**src/hdl/ncofs_pkg.sv**
```systemverilog
// Shared constants, types and arctangent table of the NCO complex frequency shifter.
package ncofs_pkg;

    // Phase accumulator and shift word
    localparam int PHASE_W = 18;
    localparam int SHIFT_W = 18;

    // Phase modulus, kept as odd factor times a power of two
    localparam int MOD_ODD       = 375;
    localparam int MOD_POW       = 9;
    localparam int PHASE_MODULUS = MOD_ODD << MOD_POW;

    // Turn fraction: angle = floor(phase * 2^ANGLE_W / PHASE_MODULUS)
    localparam int ANGLE_W = 32;
    localparam longint unsigned RECIP_BASE  = (64'd1 << (ANGLE_W - MOD_POW)) / MOD_ODD;
    localparam longint unsigned RECIP_REM   = (64'd1 << (ANGLE_W - MOD_POW)) % MOD_ODD;
    localparam int              RECIP_SHIFT = 34;
    localparam longint unsigned RECIP_MUL   = (64'd1 << RECIP_SHIFT) / MOD_ODD;
    localparam int FRAC_W = $clog2(RECIP_REM * PHASE_MODULUS);
    localparam int EST_W  = $clog2(RECIP_REM * PHASE_MODULUS / MOD_ODD + 1);
    localparam int RMUL_W = $clog2(RECIP_MUL + 1);

    // CORDIC datapath (Q2.30 x/y, angle in 2^-32 turn)
    localparam int CORDIC_STEPS = 24;
    localparam int CORDIC_W     = 33;
    localparam int CORDIC_GAIN  = 652032874;

    localparam logic [ANGLE_W-1:0] ATAN_TURN [CORDIC_STEPS] = '{
        32'd536870912, 32'd316933406, 32'd167458907, 32'd85004756,
        32'd42667331,  32'd21354465,  32'd10679838,  32'd5340245,
        32'd2670163,   32'd1335087,   32'd667544,    32'd333772,
        32'd166886,    32'd83443,     32'd41722,     32'd20861,
        32'd10430,     32'd5215,      32'd2608,      32'd1304,
        32'd652,       32'd326,       32'd163,       32'd81
    };

    // Coefficients: Q1.15 with one guard bit so negation stays exact
    localparam int COEF_W     = 17;
    localparam int FRAC_BITS  = 15;
    localparam int ROUND_BIAS = 1 << (FRAC_BITS - 1);
    localparam int COEF_MAX   = (1 << FRAC_BITS) - 1;

    typedef enum logic {
        ACT_MIX     = 1'b0,
        ACT_DISCARD = 1'b1
    } t_action;

    typedef enum logic [1:0] {
        QUAD_0   = 2'd0,
        QUAD_90  = 2'd1,
        QUAD_180 = 2'd2,
        QUAD_270 = 2'd3
    } t_quad;

    typedef struct packed {
        logic [CORDIC_W-1:0] x;
        logic [CORDIC_W-1:0] y;
        logic [CORDIC_W-1:0] z;
        t_quad               quad;
    } t_cordic;

endpackage

```
**src/hdl/ncofs_cordic_cell.sv**
```systemverilog
// One CORDIC rotation cell: a single micro-rotation, registered, sample carried alongside.
module ncofs_cordic_cell #(
    parameter int STEP         = 0,
    parameter int SAMPLE_WIDTH = 16
) (
    input  logic                           i_clk,
    input  logic                           i_rst_n,
    input  logic                           i_en,
    input  logic                           i_valid,
    input  ncofs_pkg::t_cordic             i_state,
    input  logic signed [SAMPLE_WIDTH-1:0] i_re,
    input  logic signed [SAMPLE_WIDTH-1:0] i_im,
    output logic                           o_valid,
    output ncofs_pkg::t_cordic             o_state,
    output logic signed [SAMPLE_WIDTH-1:0] o_re,
    output logic signed [SAMPLE_WIDTH-1:0] o_im
);

    localparam int CW = ncofs_pkg::CORDIC_W;
    localparam logic signed [CW-1:0] ATAN_K = CW'(ncofs_pkg::ATAN_TURN[STEP]);

    logic signed [CW-1:0] w_x, w_y, w_z, w_dx, w_dy;
    ncofs_pkg::t_cordic   n_state;
    logic                 r_valid;
    ncofs_pkg::t_cordic   r_state;
    logic signed [SAMPLE_WIDTH-1:0] r_re, r_im;

    assign w_x  = $signed(i_state.x);
    assign w_y  = $signed(i_state.y);
    assign w_z  = $signed(i_state.z);
    assign w_dx = w_y >>> STEP;
    assign w_dy = w_x >>> STEP;

    // Rotate towards zero residual angle
    always_comb begin
        n_state.quad = i_state.quad;
        if (!w_z[CW-1]) begin
            n_state.x = w_x - w_dx;
            n_state.y = w_y + w_dy;
            n_state.z = w_z - ATAN_K;
        end else begin
            n_state.x = w_x + w_dx;
            n_state.y = w_y - w_dy;
            n_state.z = w_z + ATAN_K;
        end
    end

    always_ff @(posedge i_clk) begin
        if (!i_rst_n) begin
            r_valid <= 1'b0;
        end else if (i_en) begin
            r_valid <= i_valid;
        end
    end

    always_ff @(posedge i_clk) begin
        if (i_en) begin
            r_state <= n_state;
            r_re    <= i_re;
            r_im    <= i_im;
        end
    end

    assign o_valid = r_valid;
    assign o_state = r_state;
    assign o_re    = r_re;
    assign o_im    = r_im;

endmodule

```
**config.mk**
```make
export PLATFORM = sky130hd
export DESIGN_NAME = ncofs_cordic_cell
export DESIGN_NICKNAME = d
export VERILOG_FILES = /design/src/hdl/ncofs_pkg.sv /design/src/hdl/ncofs_cordic_cell.sv
export SDC_FILE = /design/constraint.sdc
export NUM_CORES = 1
export LEC_CHECK = 0
export BUFFER_PORTS_ARGS = -buffer_cell sky130_fd_sc_hd__buf_2
export CAP_MARGIN = 20
export CORE_UTILIZATION = 58
export CTS_CLUSTER_DIAMETER = 80
export DETAILED_ROUTE_END_ITERATION = 6
export GPL_TIMING_DRIVEN = 0
export PLACE_DENSITY = 0.95
export SYNTH_ARGS = -nofsm -noshare
export SYNTH_HDL_FRONTEND = slang
export SYNTH_SLANG_ARGS = --single-unit
```
**constraint.sdc**
```tcl
create_clock -name i_clk -period 8.9 [get_ports i_clk]
set_clock_uncertainty 0.2 [all_clocks]
set_input_delay 0.89 -clock i_clk [delete_from_list [all_inputs] [get_ports i_clk]]
set_output_delay 0.89 -clock i_clk [all_outputs]
set_load 0.005 [all_outputs]
```
Word level (Yosys, flattened, before mapping)
Cells that the tools add are included.
{"block": "word_totals", "ff_bits": 134, "in_bits": 137, "elab_cells": 13}
{"block": "classes", "n_addsub": 5, "n_mux": 1}
{"operator": "99-bit two-way mux", "count": 1}
{"operator": "33-bit subtractor", "count": 2}
{"operator": "33-bit by 31-bit adder with 33-bit output, second input constant", "count": 1}
{"operator": "33-bit adder", "count": 1}
{"operator": "33-bit by 31-bit subtractor with 33-bit output, second input constant", "count": 1}

Depth between registers and ports, before layout
{"block": "logic_depth", "word_depth": 2, "ltp_mapped": 13}

Least setup slack after synthesis
No wires, ideal clock.
{"block": "synth_timing", "kind": "input to register", "from": "input port i_state[39] (netlist bit)", "to": "register r_state, in the netlist o_state[98], data pin", "setup_time_ns": 0.270, "arrival_ns": 3.116, "setup_slack_ns": 5.315, "stages": 13, "n_path_buf": 1, "cell_sequence": "inv_1 > ha_1 > buf_4 > and2_1 > a221oi_2 > a21oi_1 > nor3_1 > nor4_1 > nor4_2 > o221ai_1 > nand2b_1 > a32oi_1 > xor2_1"}
{"item": "start: declaration", "line": "ncofs_cordic_cell.sv:10", "rtl": "input ncofs_pkg::t_cordic i_state,"}
{"item": "end signal: assignment", "line": "ncofs_cordic_cell.sv:58", "rtl": "r_state <= n_state;"}
{"item": "end: declaration", "line": "ncofs_cordic_cell.sv:25", "rtl": "ncofs_pkg::t_cordic r_state;"}

==> metrics.csv <==
stage,metric,value,unit
clock_network,cts-root-buf,clkbuf_16,
synthesis,synthCells,996,
min_path,hold_start,o_valid,
pwr,seq_power_share,37.7,%
route,drc_errors,0,
synthesis,yosys-top-cells-count,"edfxtp_1 (132), a21oi_1 (115), inv_1 (101)",
worst_setup_path,timing.critical_path.arrival,4470,ps
clock_network,cts.sinks,133,
route,met2WireLength,15500,um
pwr,vdd_drop_max,0.000163,V
min_path,hold_path_end,o_valid,
worst_setup_path,startpoint,i_state[39],
timing,rsz0062_at_grt,no,
route,drt_first_pass_iters,6,
placed_design,dp_hpwl,25100,um
cells_and_area,drive_gt1_share,26.1,%
worst_setup_path,setup.worst_path.class,input pin to flip-flop,
synthesis,async_reset_ff_share,0,%
clock_network,worstSkewPairLatency,430,ps
job,maxCapViolCount,0,
cells_and_area,stdcell_area,0.0119,sq mm
timing,slew_headroom,32.1,%
floorplan,ios,271,
synthesis,synth_fp_nets,1235,
clock_network,cts_resized,0,
pwr,netSwitchingFraction,31.3,%
route,wl_met3,3800,um
cells_and_area,area_delta_synth_final,23.7,%
route,wl,33700,um
cells_and_area,utilization,74.2,%
placed_design,placedCellCount,1483,
global_routing,antenna_found_initial,3,
timing,setup_viol,0,
route,drt-met1-wl,12500,um
worst_setup_path,timing.rr.end,o_valid,
global_routing,grt_pass1_vias,8675,
pwr,clockPowerShare,34.8,%
pwr,p_int,1.49,mW
route,num_vias,9282,
global_routing,track_usage,39.5,%
pwr,combPwrFrac,27.5,%
worst_setup_path,worstPathMaxFanout,10,
clock_network,cts_setup_buffers,0,
worst_setup_path,r2r-start,o_valid,
timing,period_minus_slack,4510,ps
timing,fin_crit_sh,50.7,%
synthesis,synth_top_area_cell,edfxtp_1,
clock_network,clk_pin_slew,60,ps
floorplan,die_y,131,um
floorplan,start_util,60.0,%
placed_design,gp_congestion,0.976,
route,drtAntennaViolNets,0,
pwr,p_leak,5.41,nW
timing,report.final.slew_viol_count,0,
synthesis,synth_top_area_share,41.1,%
clock_network,cts_made_buffers,17,
route,highest_layer,met5,
worst_setup_path,cp.required,8860,ps
min_path,holdPathStages,2,
route,drt-vias-per-instance,6.12,
cells_and_area,fin_cells,1517,
clock_network,cts_hold_buf,0,
route,first_iter_violations,1037,
pwr,power-per-cell-area,182,mW/mm^2
route,wl_per_cell,22.2,um
placed_design,io_buffer_count,270,
synthesis,synth_most_common_cell,edfxtp_1,
clock_network,cts_max_level,4,
synthesis,ys_top_cells_by_area,"edfxtp_1 (41%), ha_1 (13%), a21oi_1 (6.0%), xnor2_1 (5.3%), inv_1 (3.9%)",
pwr,power_switching,0.679,mW
timing,worstMarginPinSlew,1010,ps
synthesis,ys_seq_area_share,41.3,%
synthesis,syn_avg_cell_area,9.67,sq um
global_routing,grt-ovfl-total,0,
cells_and_area,fin_nets,1525,
worst_setup_path,start_kind,input pin,
global_routing,grt_start_max_net_pins,72,
timing,hold_viol_final,0,
synthesis,synth_enable_flop_cells,132,
floorplan,row_count,46,
timing,fin_tns_setup,0,ps
worst_setup_path,rr_worst_depth,2,
floorplan,fp.coreArea,0.0161,sq mm
placed_design,placed_area,0.0113,sq mm
worst_setup_path,ff2ff_setup_slack,7980,ps
clock_network,clock_path_buffers,2,
run_status,run_status,"finished, final reports clean",
synthesis,synth_cell_types,80,
global_routing,grt_pass1_wl,49100,um
synthesis,ys_seq_elements,133,
floorplan,die-area,0.0171,sq mm
min_path,hold_path_class,flip-flop to flip-flop,
worst_setup_path,worstSetupEndpointType,flip-flop,
synthesis,yosys_warnings,0,
floorplan,die_x,131,um
synthesis,ys.flop_type,edfxtp_1,
synthesis,syn-cell-area,0.00964,sq mm
timing,fin_hold_ws,425,ps
clock_network,cts_tree,done,
timing,max_freq,222,MHz
==> power by group through the flow <==
stage	Clock [mW]	Sequential (mW)	Combinational (mW)
after global placement	0	0.828	0.559
after detailed placement	0	0.827	0.572
after floorplan	0	0.834	0.313
after CTS	0.752	0.817	0.580
after global routing	0.781	0.825	0.638
final	0.756	0.819	0.598
==> state kept, by name, indices dropped and copies added (netlist names) <==
signal,flops
o_state,100
o_im,16
o_valid,1
o_re,16
==> worst max-delay path: stages <==
cell	delay [ps]
buf_2	130
inv_1	50
ha_1	290
buf_4	180
and2_1	200
a221oi_2	360
a21oi_1	150
nor3_1	800
nor4_1	150
nor4_2	450
o221ai_1	320
nand2b_1	190
a32oi_1	130
xor2_1	180
==> through the flow <==
stage / worst slack (ps) / total power [mW]
finish: 4390 / 2.17
global route: 4420 / 2.24
CTS: 4630 / 2.15
detailed placement: 4220 / 1.40
global placement: 4200 / 1.39
floorplan: 5310 / 1.15
==> how the worst max path moves through the flow <==
stage                              to  depth (start not counted)
after floorplan           o_state[98]                         13
after global placement    o_state[98]                         14
after detailed placement  o_state[98]                         14
after CTS                 o_state[98]                         14
after global routing      o_state[98]                         14
final                     o_state[98]                         14
==> placed cells by master, fill, tap and decap left out, drive strengths merged, types with 3 or more instances in the layout <==
master   count
a211oi       6
clkinv       6
xor2         6
nand2       47
o211ai      11
and2        10
o21bai      17
a211o        5
fa           4
o21a         5
nand2b      11
nor2b       12
mux2i       11
nand4        6
edfxtp     132
or2          3
ha          98
a21boi       7
or3          3
bufinv       4
xnor2       58
a221oi       7
nand3       17
buf        294
nor3        14
o41ai        6
o2111ai      3
a2111oi      3
inv        108
a21o        20
a31oi       12
o31ai       14
nor2        90
clkbuf      39
nor4         6
o21ai       56
a21oi      115
==> cells by family after synthesis <==
logic type	synth area share (%)
XOR/XNOR	5.82
flip-flops	41.3
adder cells (fa/ha/maj)	13.6
buffers and inverters	6.19
AO/OA/AOI/OAI	20.8
multiplexers	1.14
AND/OR/NAND/NOR	11.2
==> per-layer routing <==
metal | global-route usage (%) | up-vias
li1 | - | 4142
met1 | 48.7 | 4332
met2 | 61.9 | 682
met3 | 10.8 | 124
met4 | 23.5 | 2
met5 | 0 | -
==> layout make-up <==
cell class                 count  area [sq um]
multi-input combinational    714          5050
fill                        1145          4140
sequential                   133          3980
timing repair buffer         271          1390
clock buffer                  18           429
inverter                     105           399
tap                          216           270
clock inverter                14           198
buffer                        44           198
antenna                        2          5.00
(Power assumes the default switching activity.)
