[config.mk]
export PLATFORM = sky130hd
export DESIGN_NAME = ncofs_mixer
export DESIGN_NICKNAME = d
export VERILOG_FILES = /design/src/hdl/ncofs_pkg.sv /design/src/hdl/ncofs_mixer.sv
export SDC_FILE = /design/constraint.sdc
export NUM_CORES = 2
export LEC_CHECK = 0
export ABC_AREA = 1
export BUFFER_PORTS_ARGS = -buffer_cell sky130_fd_sc_hd__buf_2
export CAP_MARGIN = 30
export CORE_UTILIZATION = 70
export CTS_CLUSTER_DIAMETER = 30
export CTS_CLUSTER_SIZE = 25
export DETAILED_ROUTE_END_ITERATION = 8
export PLACE_DENSITY = 0.89
export SKIP_CTS_REPAIR_TIMING = 1
export SLEW_MARGIN = 20
export SYNTH_ARGS = -nofsm -noshare
export SYNTH_HDL_FRONTEND = slang
export SYNTH_SLANG_ARGS = --single-unit
[constraint.sdc]
create_clock -name i_clk -period 22 [get_ports i_clk]
set_clock_uncertainty 0.1 [all_clocks]
set_input_delay 1.1 -clock i_clk [delete_from_list [all_inputs] [get_ports i_clk]]
set_output_delay 1.1 -clock i_clk [all_outputs]
set_load 0.02 [all_outputs]
[src/hdl/ncofs_pkg.sv]
// Shared constants, types and arctangent table of the NCO complex frequency shifter.
package ncofs_pkg;

    // Phase accumulator and shift word
    localparam int PHASE_W = 18;
    localparam int SHIFT_W = 18;

    // Phase modulus, kept as odd factor times a power of two
    localparam int MOD_ODD       = 375;
    localparam int MOD_POW       = 9;
    localparam int PHASE_MODULUS = MOD_ODD << MOD_POW;

    // Turn fraction: angle = floor(phase * 2^ANGLE_W / PHASE_MODULUS)
    localparam int ANGLE_W = 32;
    localparam longint unsigned RECIP_BASE  = (64'd1 << (ANGLE_W - MOD_POW)) / MOD_ODD;
    localparam longint unsigned RECIP_REM   = (64'd1 << (ANGLE_W - MOD_POW)) % MOD_ODD;
    localparam int              RECIP_SHIFT = 34;
    localparam longint unsigned RECIP_MUL   = (64'd1 << RECIP_SHIFT) / MOD_ODD;
    localparam int FRAC_W = $clog2(RECIP_REM * PHASE_MODULUS);
    localparam int EST_W  = $clog2(RECIP_REM * PHASE_MODULUS / MOD_ODD + 1);
    localparam int RMUL_W = $clog2(RECIP_MUL + 1);

    // CORDIC datapath (Q2.30 x/y, angle in 2^-32 turn)
    localparam int CORDIC_STEPS = 24;
    localparam int CORDIC_W     = 33;
    localparam int CORDIC_GAIN  = 652032874;

    localparam logic [ANGLE_W-1:0] ATAN_TURN [CORDIC_STEPS] = '{
        32'd536870912, 32'd316933406, 32'd167458907, 32'd85004756,
        32'd42667331,  32'd21354465,  32'd10679838,  32'd5340245,
        32'd2670163,   32'd1335087,   32'd667544,    32'd333772,
        32'd166886,    32'd83443,     32'd41722,     32'd20861,
        32'd10430,     32'd5215,      32'd2608,      32'd1304,
        32'd652,       32'd326,       32'd163,       32'd81
    };

    // Coefficients: Q1.15 with one guard bit so negation stays exact
    localparam int COEF_W     = 17;
    localparam int FRAC_BITS  = 15;
    localparam int ROUND_BIAS = 1 << (FRAC_BITS - 1);
    localparam int COEF_MAX   = (1 << FRAC_BITS) - 1;

    typedef enum logic {
        ACT_MIX     = 1'b0,
        ACT_DISCARD = 1'b1
    } t_action;

    typedef enum logic [1:0] {
        QUAD_0   = 2'd0,
        QUAD_90  = 2'd1,
        QUAD_180 = 2'd2,
        QUAD_270 = 2'd3
    } t_quad;

    typedef struct packed {
        logic [CORDIC_W-1:0] x;
        logic [CORDIC_W-1:0] y;
        logic [CORDIC_W-1:0] z;
        t_quad               quad;
    } t_cordic;

endpackage

[src/hdl/ncofs_mixer.sv]
// Coefficient rounding, complex multiply, output rounding and output register with flow control.
module ncofs_mixer #(
    parameter int SAMPLE_WIDTH = 16
) (
    input  logic                           i_clk,
    input  logic                           i_rst_n,
    input  logic                           i_valid,
    input  ncofs_pkg::t_cordic             i_state,
    input  logic signed [SAMPLE_WIDTH-1:0] i_re,
    input  logic signed [SAMPLE_WIDTH-1:0] i_im,
    input  logic                           i_stall,
    output logic                           o_en,
    output logic                           o_valid,
    output logic signed [SAMPLE_WIDTH-1:0] o_mixed_re,
    output logic signed [SAMPLE_WIDTH-1:0] o_mixed_im
);

    localparam int CW     = ncofs_pkg::CORDIC_W;
    localparam int KW     = ncofs_pkg::COEF_W;
    localparam int PROD_W = SAMPLE_WIDTH + KW;
    localparam int SUM_W  = PROD_W + 1;

    localparam logic signed [CW-1:0]    C_BIAS = CW'(ncofs_pkg::ROUND_BIAS);
    localparam logic signed [CW-1:0]    C_MAX  = CW'(ncofs_pkg::COEF_MAX);
    localparam logic signed [CW-1:0]    C_MIN  = ~C_MAX;
    localparam logic signed [SUM_W-1:0] S_BIAS = SUM_W'(ncofs_pkg::ROUND_BIAS);
    localparam logic signed [SUM_W-1:0] S_MAX  =
        {{(SUM_W-SAMPLE_WIDTH+1){1'b0}}, {(SAMPLE_WIDTH-1){1'b1}}};
    localparam logic signed [SUM_W-1:0] S_MIN  = ~S_MAX;

    logic                 w_out_free;
    logic                 w_en;

    logic signed [CW-1:0] w_xr, w_yr;
    logic signed [KW-1:0] w_xc, w_yc;
    logic signed [KW-1:0] n_cos, n_sin;
    logic                 r_c_valid;
    logic signed [KW-1:0] r_cos, r_sin;
    logic signed [SAMPLE_WIDTH-1:0] r_c_re, r_c_im;

    logic                     r_p_valid;
    logic signed [PROD_W-1:0] r_p_rc, r_p_is, r_p_rs, r_p_ic;

    logic signed [SUM_W-1:0] w_re_sum, w_im_sum, w_re_rnd, w_im_rnd;
    logic signed [SAMPLE_WIDTH-1:0] n_out_re, n_out_im;
    logic                    r_out_valid;
    logic signed [SAMPLE_WIDTH-1:0] r_out_re, r_out_im;

    // Pipeline moves unless a finished beat waits behind a stalled output
    assign w_out_free = !r_out_valid || !i_stall;
    assign w_en       = w_out_free || !r_p_valid;

    // Round x, y to Q1.15 and saturate
    assign w_xr = ($signed(i_state.x) + C_BIAS) >>> ncofs_pkg::FRAC_BITS;
    assign w_yr = ($signed(i_state.y) + C_BIAS) >>> ncofs_pkg::FRAC_BITS;

    always_comb begin
        if (w_xr > C_MAX) begin
            w_xc = KW'(C_MAX);
        end else if (w_xr < C_MIN) begin
            w_xc = KW'(C_MIN);
        end else begin
            w_xc = KW'(w_xr);
        end
        if (w_yr > C_MAX) begin
            w_yc = KW'(C_MAX);
        end else if (w_yr < C_MIN) begin
            w_yc = KW'(C_MIN);
        end else begin
            w_yc = KW'(w_yr);
        end
    end

    // Undo the quarter-turn reduction
    always_comb begin
        unique case (i_state.quad)
            ncofs_pkg::QUAD_0: begin
                n_cos = w_xc;
                n_sin = w_yc;
            end
            ncofs_pkg::QUAD_90: begin
                n_cos = -w_yc;
                n_sin = w_xc;
            end
            ncofs_pkg::QUAD_180: begin
                n_cos = -w_xc;
                n_sin = -w_yc;
            end
            ncofs_pkg::QUAD_270: begin
                n_cos = w_yc;
                n_sin = -w_xc;
            end
            default: begin
                n_cos = w_xc;
                n_sin = w_yc;
            end
        endcase
    end

    always_ff @(posedge i_clk) begin
        if (!i_rst_n) begin
            r_c_valid <= 1'b0;
            r_p_valid <= 1'b0;
        end else if (w_en) begin
            r_c_valid <= i_valid;
            r_p_valid <= r_c_valid;
        end
    end

    always_ff @(posedge i_clk) begin
        if (w_en) begin
            r_cos  <= n_cos;
            r_sin  <= n_sin;
            r_c_re <= i_re;
            r_c_im <= i_im;
            r_p_rc <= r_c_re * r_cos;
            r_p_is <= r_c_im * r_sin;
            r_p_rs <= r_c_re * r_sin;
            r_p_ic <= r_c_im * r_cos;
        end
    end

    // Combine, round half up and saturate to the sample range
    assign w_re_sum = SUM_W'(r_p_rc) - SUM_W'(r_p_is);
    assign w_im_sum = SUM_W'(r_p_rs) + SUM_W'(r_p_ic);
    assign w_re_rnd = (w_re_sum + S_BIAS) >>> ncofs_pkg::FRAC_BITS;
    assign w_im_rnd = (w_im_sum + S_BIAS) >>> ncofs_pkg::FRAC_BITS;

    always_comb begin
        if (w_re_rnd > S_MAX) begin
            n_out_re = SAMPLE_WIDTH'(S_MAX);
        end else if (w_re_rnd < S_MIN) begin
            n_out_re = SAMPLE_WIDTH'(S_MIN);
        end else begin
            n_out_re = SAMPLE_WIDTH'(w_re_rnd);
        end
        if (w_im_rnd > S_MAX) begin
            n_out_im = SAMPLE_WIDTH'(S_MAX);
        end else if (w_im_rnd < S_MIN) begin
            n_out_im = SAMPLE_WIDTH'(S_MIN);
        end else begin
            n_out_im = SAMPLE_WIDTH'(w_im_rnd);
        end
    end

    // Output register: loads whenever its beat is empty or being taken
    always_ff @(posedge i_clk) begin
        if (!i_rst_n) begin
            r_out_valid <= 1'b0;
        end else if (w_out_free) begin
            r_out_valid <= r_p_valid;
        end
    end

    always_ff @(posedge i_clk) begin
        if (w_out_free) begin
            r_out_re <= n_out_re;
            r_out_im <= n_out_im;
        end
    end

    assign o_en       = w_en;
    assign o_valid    = r_out_valid;
    assign o_mixed_re = r_out_re;
    assign o_mixed_im = r_out_im;

endmodule

# Word level (Yosys, flattened, before mapping)

Cells that the tools add are included.

Mux-type cells: 8
$lt $le $gt $ge: 8
Add/sub/neg operators: 8
Reduce and logical (&&, ||, !) cells: 6
Equality and inequality tests: 3
Multipliers: 4

Operator list:

| kind                                                  | count |
|---|---|
| one-hot mux 17 bit (4 select lines)                   | 2 |
| multiplier 16 x 17 -> 33 bit                          | 4 |
| adder 34 x 16 -> 34 bit (second input constant)       | 2 |
| 2-to-1 mux 17 bit                                     | 4 |
| adder 33 x 16 -> 33 bit (second input constant)       | 2 |
| > comparator 19 x 16 -> 1 bit (second input constant) | 2 |
| < comparator 19 x 16 -> 1 bit (second input constant) | 2 |
| > comparator 18 x 16 -> 1 bit (second input constant) | 2 |
| < comparator 18 x 16 -> 1 bit (second input constant) | 2 |
| adder 33 x 33 -> 34 bit                               | 1 |
| negation 17 bit                                       | 2 |
| subtractor 33 x 33 -> 34 bit                          | 1 |
| 2-to-1 mux 16 bit                                     | 2 |
| equality test 2 bit (second input constant)           | 2 |
| zero test 1 bit                                       | 3 |
| equality test 2 x 1 -> 1 bit (second input constant)  | 1 |
| zero test 2 bit                                       | 1 |
| logical OR 1 bit                                      | 2 |

Register bits: 233
Output and inout bits: 34

# Logic depth before layout (Yosys ltp)

Depth in word-level cells: 6
Depth in mapped cells: 28
Gate-level depth less buffers: 26

# Worst setup path after synthesis

OpenSTA, ideal clock, no wires.

Path type: in2reg
Start: input i_stall
End: register r_c_im[0], enable pin
Arrival time: 5.783 ns
Stages: 1
Setup slack: 13.952 ns
Path buffers: 0
Data required time: 19.734 ns
Library setup time: 2.166 ns
Cells stage by stage: nand3_1

Cells in the longest elaborated chain, start to end: 3

RTL lines:

| item                   | line               | source |
|---|---|---|
| start: declaration     | ncofs_mixer.sv:11  | `input logic i_stall,` |
| zero test 1 bit        | ncofs_mixer.sv:50  | `assign w_out_free = !r_out_valid \|\| !i_stall;` |
| logical OR 1 bit       | ncofs_mixer.sv:50  |  |
| logical OR 1 bit       | ncofs_mixer.sv:51  | `assign w_en = w_out_free \|\| !r_p_valid;` |
| end signal: assignment | ncofs_mixer.sv:115 | `r_c_im <= i_im;` |
| end: declaration       | ncofs_mixer.sv:39  | `logic signed [SAMPLE_WIDTH-1:0] r_c_re, r_c_im;` |

No other way between the ends.
A chain may end at the register's enable or synchronous reset.

# Worst setup path after layout

Start: register r_c_im[15]
End: register r_p_is[30], data pin

Cells in the longest elaborated chain, start to end: 1

RTL lines:

| item                         | line               | source |
|---|---|---|
| multiplier 16 x 17 -> 33 bit | ncofs_mixer.sv:117 | `r_p_is <= r_c_im * r_sin;` |
| end signal: assignment       | ncofs_mixer.sv:117 |  |
| end: declaration             | ncofs_mixer.sv:42  | `logic signed [PROD_W-1:0] r_p_rc, r_p_is, r_p_rs, r_p_ic;` |

No other way between the ends.

==> impl_results.md <==
* GR met2 Demand/Resource at 60.7%
* Initial antenna violation count at 0
* Synth Flop Type: edfxtp_1
* WL per Instance at 18.4 microns
* Ratio of cells with drive above 1 in the final layout at 5.38%
* First-pass GRT wire length at 239 mm
* # rows at 103
* Simple-Gate Fraction of Synth Area at 15.6%
* CTS HTree Levels at 2
* Area growth syn-to-layout at 6.61%
* Syn Nets at 8474
* Vias/cell at 5.73
* Syn. warnings at 0
* Setup WS pre-CTS at 14.74 ns
* Skew-Pair Late Insertion Delay at 0.66 ns
* Synth Area in XOR/XNOR at 3.40%
* Design Area, Final at 59900 sq um
* Fin Hold WS at 0.348 ns
* HPWL Detailed at 112 mm
* Die height at 285 microns
* Final setup violation count at 0
* Most common cell after layout, fill and taps aside: inv_1
* Horiz. Die Dim at 285 microns
* Least-Margin Pin Slew at 1.01 ns
* CTS tree: built
* CP Max Fanout at 15
* Setup crit start kind: flip-flop
* Fmax at 134 MHz
* Vias in the first global route at 48700
* IO Port Bufs at 109
* Cells along the critical path: clkinv_1, or2_2, fa_1, inv_1, fa_1, fa_1, fa_1, fa_1, inv_1, fa_1, inv_1, ha_1, nand2_1, inv_1, nand3_1, nor3_1, nand4_1, nand3_1, nand2_1, o211ai_1, a21boi_0, o21ai_0, xor2_1
* DIE AREA at 81400 sq um
* Busiest grt layer: met2
* Post-synthesis mux area share at 0%
* CP required at 22.30 ns
* Filler cell count at 5291
* Worst Hold Class: reg2reg
* Setup TNS at 0 ns
* EDFF count, synth at 230
* Io pins at 171
* CP endpoint kind: flip-flop
* Synth Area in Adders at 49.7%
* Rel. slew slack at 32.8%
* Synth top area cells: fa_1 39%, inv_1 13%, edfxtp_1 12%
* Setup ws final at 14.53 ns
* Routed wire length at 145 mm
* Ant diodes at 0
* Layout net count at 8475
* CP endpoint: r_p_is[30]$_DFFE_PP_
* Vias at 45100
* Worst reg-to-reg setup slack at 14.53 ns
* Worst reg2reg startpoint: r_c_im[15]$_DFFE_PP_
* Crit Path Category: reg2reg
* Crit path top cell by count: fa_1
* GRT Residual Overflow at 0
* Gr usage total at 37.2%
* Flop and latch count out of synthesis at 233
* Syn_area_per_cell at 8.30 sq um
* CP peak stage delay at 0.70 ns
* Share of flip-flops with an asynchronous set or reset at 0%
* Buffer depth of the longest clock path at 3
* Tmin final at 7.47 ns
* Starting DRT DRC Count at 4286
* Largest net degree at the start of global routing at 74
* Initial core utilization at 71.0%
* Met3 Track Usage GR at 7.68%
* Ratio of final minimum period to clock period at 33.9%
* Slew Viols, Final at 0
* Antenna Violating Nets Remaining at 0
* Highest-count cells in the layout ignoring fill and taps: 1905 x inv_1, 1634 x nand2_1, 1104 x fa_1
* TritonCTS Buffers at 61
* Synthesized cell area at 56200 sq um
* CP max stage cell: edfxtp_1
* Largest family of logic cells by synthesized area: adder cells
* R2R cell count at 23
* Reg clk slew, reported paths at 0.05 ns
* Sequential area share after synthesis at 12.4%
* Status: finished, final reports clean
* Core area at 79100 sq um
* Share of the synthesized area in the top cell type at 39.4%
* Synth Area in Compound Gates at 4.32%
* CTS sink cnt at 233
* TritonRoute pass-1 iters at 9
* Synth Instances at 6767
* Critical Path Source: r_c_im[15]$_DFFE_PP_
* DR DRC count at 0
* Hold Startpoint: r_c_valid$_SDFFE_PN0P_
* Netlist cell types at 51
* GPL Wtd Cong at 0.944
* Final Hold Fails at 0
* CP arrival at 7.77 ns
* Placed cell area at 57600 sq um
* Worst R2R End: r_p_is[30]$_DFFE_PP_
* Root Driver: clkbuf_16
* Max-cap viol count at 0
* Global Route met1 Usage at 45.9%
* RSZ-0062 raised after global routing: no
* Yosys top cell by area: fa_1
worst max-delay path, delay by kind of cell, from the launching register on:
| kind | cells | cell delay (ns) |
|---|---|---|
| flip-flops | 1 | 0.70 |
| buffers and inverters | 5 | 0.97 |
| AO/OA/AOI/OAI | 3 | 0.59 |
| XOR/XNOR | 1 | 0.09 |
| AND/OR/NAND/NOR | 7 | 1.74 |
| adder cells (fa/ha/maj) | 7 | 3.01 |
worst min-delay path by stage:
stage / end / slack (ns) / cells after the start
3_5_place_dp: r_p_valid$_SDFFE_PN0P_ / 0.34 / 2
4_1_cts: r_p_valid$_SDFFE_PN0P_ / 0.35 / 2
2_1_floorplan: r_p_valid$_SDFFE_PN0P_ / 0.32 / 2
6_report: r_p_valid$_SDFFE_PN0P_ / 0.35 / 2
3_3_place_gp: r_p_valid$_SDFFE_PN0P_ / 0.33 / 2
5_1_grt: r_p_valid$_SDFFE_PN0P_ / 0.36 / 2
flip-flops by register name, indices dropped and copies added, names as in the netlist, 16 cells and up:
register	count
r_sin	17
o_mixed_im	16
o_mixed_re	16
r_c_re	16
r_c_im	16
r_p_is	33
r_p_rs	33
r_p_rc	33
r_p_ic	33
r_cos	17
cell usage after synthesis, types with 50 or more instances:
library cell,count
fa_1,1104
ha_1,466
xnor2_1,84
a21oi_1,201
o21ai_0,106
xor2_1,134
clkbuf_1,226
inv_1,1905
nand2_1,1635
nand3_1,146
nand4_1,50
nor2_1,217
edfxtp_1,230
through the flow:
| stage | cells | util (%) |
|---|---|---|
| finish | 7869 | 75.7 |
| global route | 7869 | 75.7 |
| CTS | 7865 | 75.6 |
| detailed placement | 7751 | 72.8 |
| global placement | 7750 | 72.8 |
| floorplan | 6767 | - |
per-layer routing:
metal,part of all wire (%),vias to the layer above
met2,47,2676
met3,11,678
li1,-,19800
met4,6.7,0
met5,0,-
met1,35,21900
cells by family after synthesis:
| group | Yosys count |
|---|---|
| AOI/OAI and AO/OA | 424 |
| adders and majority gates | 1570 |
| DFF | 233 |
| and+or+nand+nor | 2159 |
| xor gates and xnor gates | 218 |
| buffers and inverters | 2163 |
area by class of cell:
class                           count  area, sq um  area share, %
Clock buffer                       65         1540           2.57
Clock inverter                     49          649           1.08
Inverter                         1914         7190           12.0
Multi-Input combinational cell   4371        41000           68.6
Sequential cell                   233         6970           11.6
Tap cell                         1050         1310           2.19
Timing Repair Buffer              187         1170           1.96
Power is left out: the tool's default activity adds up to more than one toggle a clock period on the data nets, which glitch-free logic cannot reach.
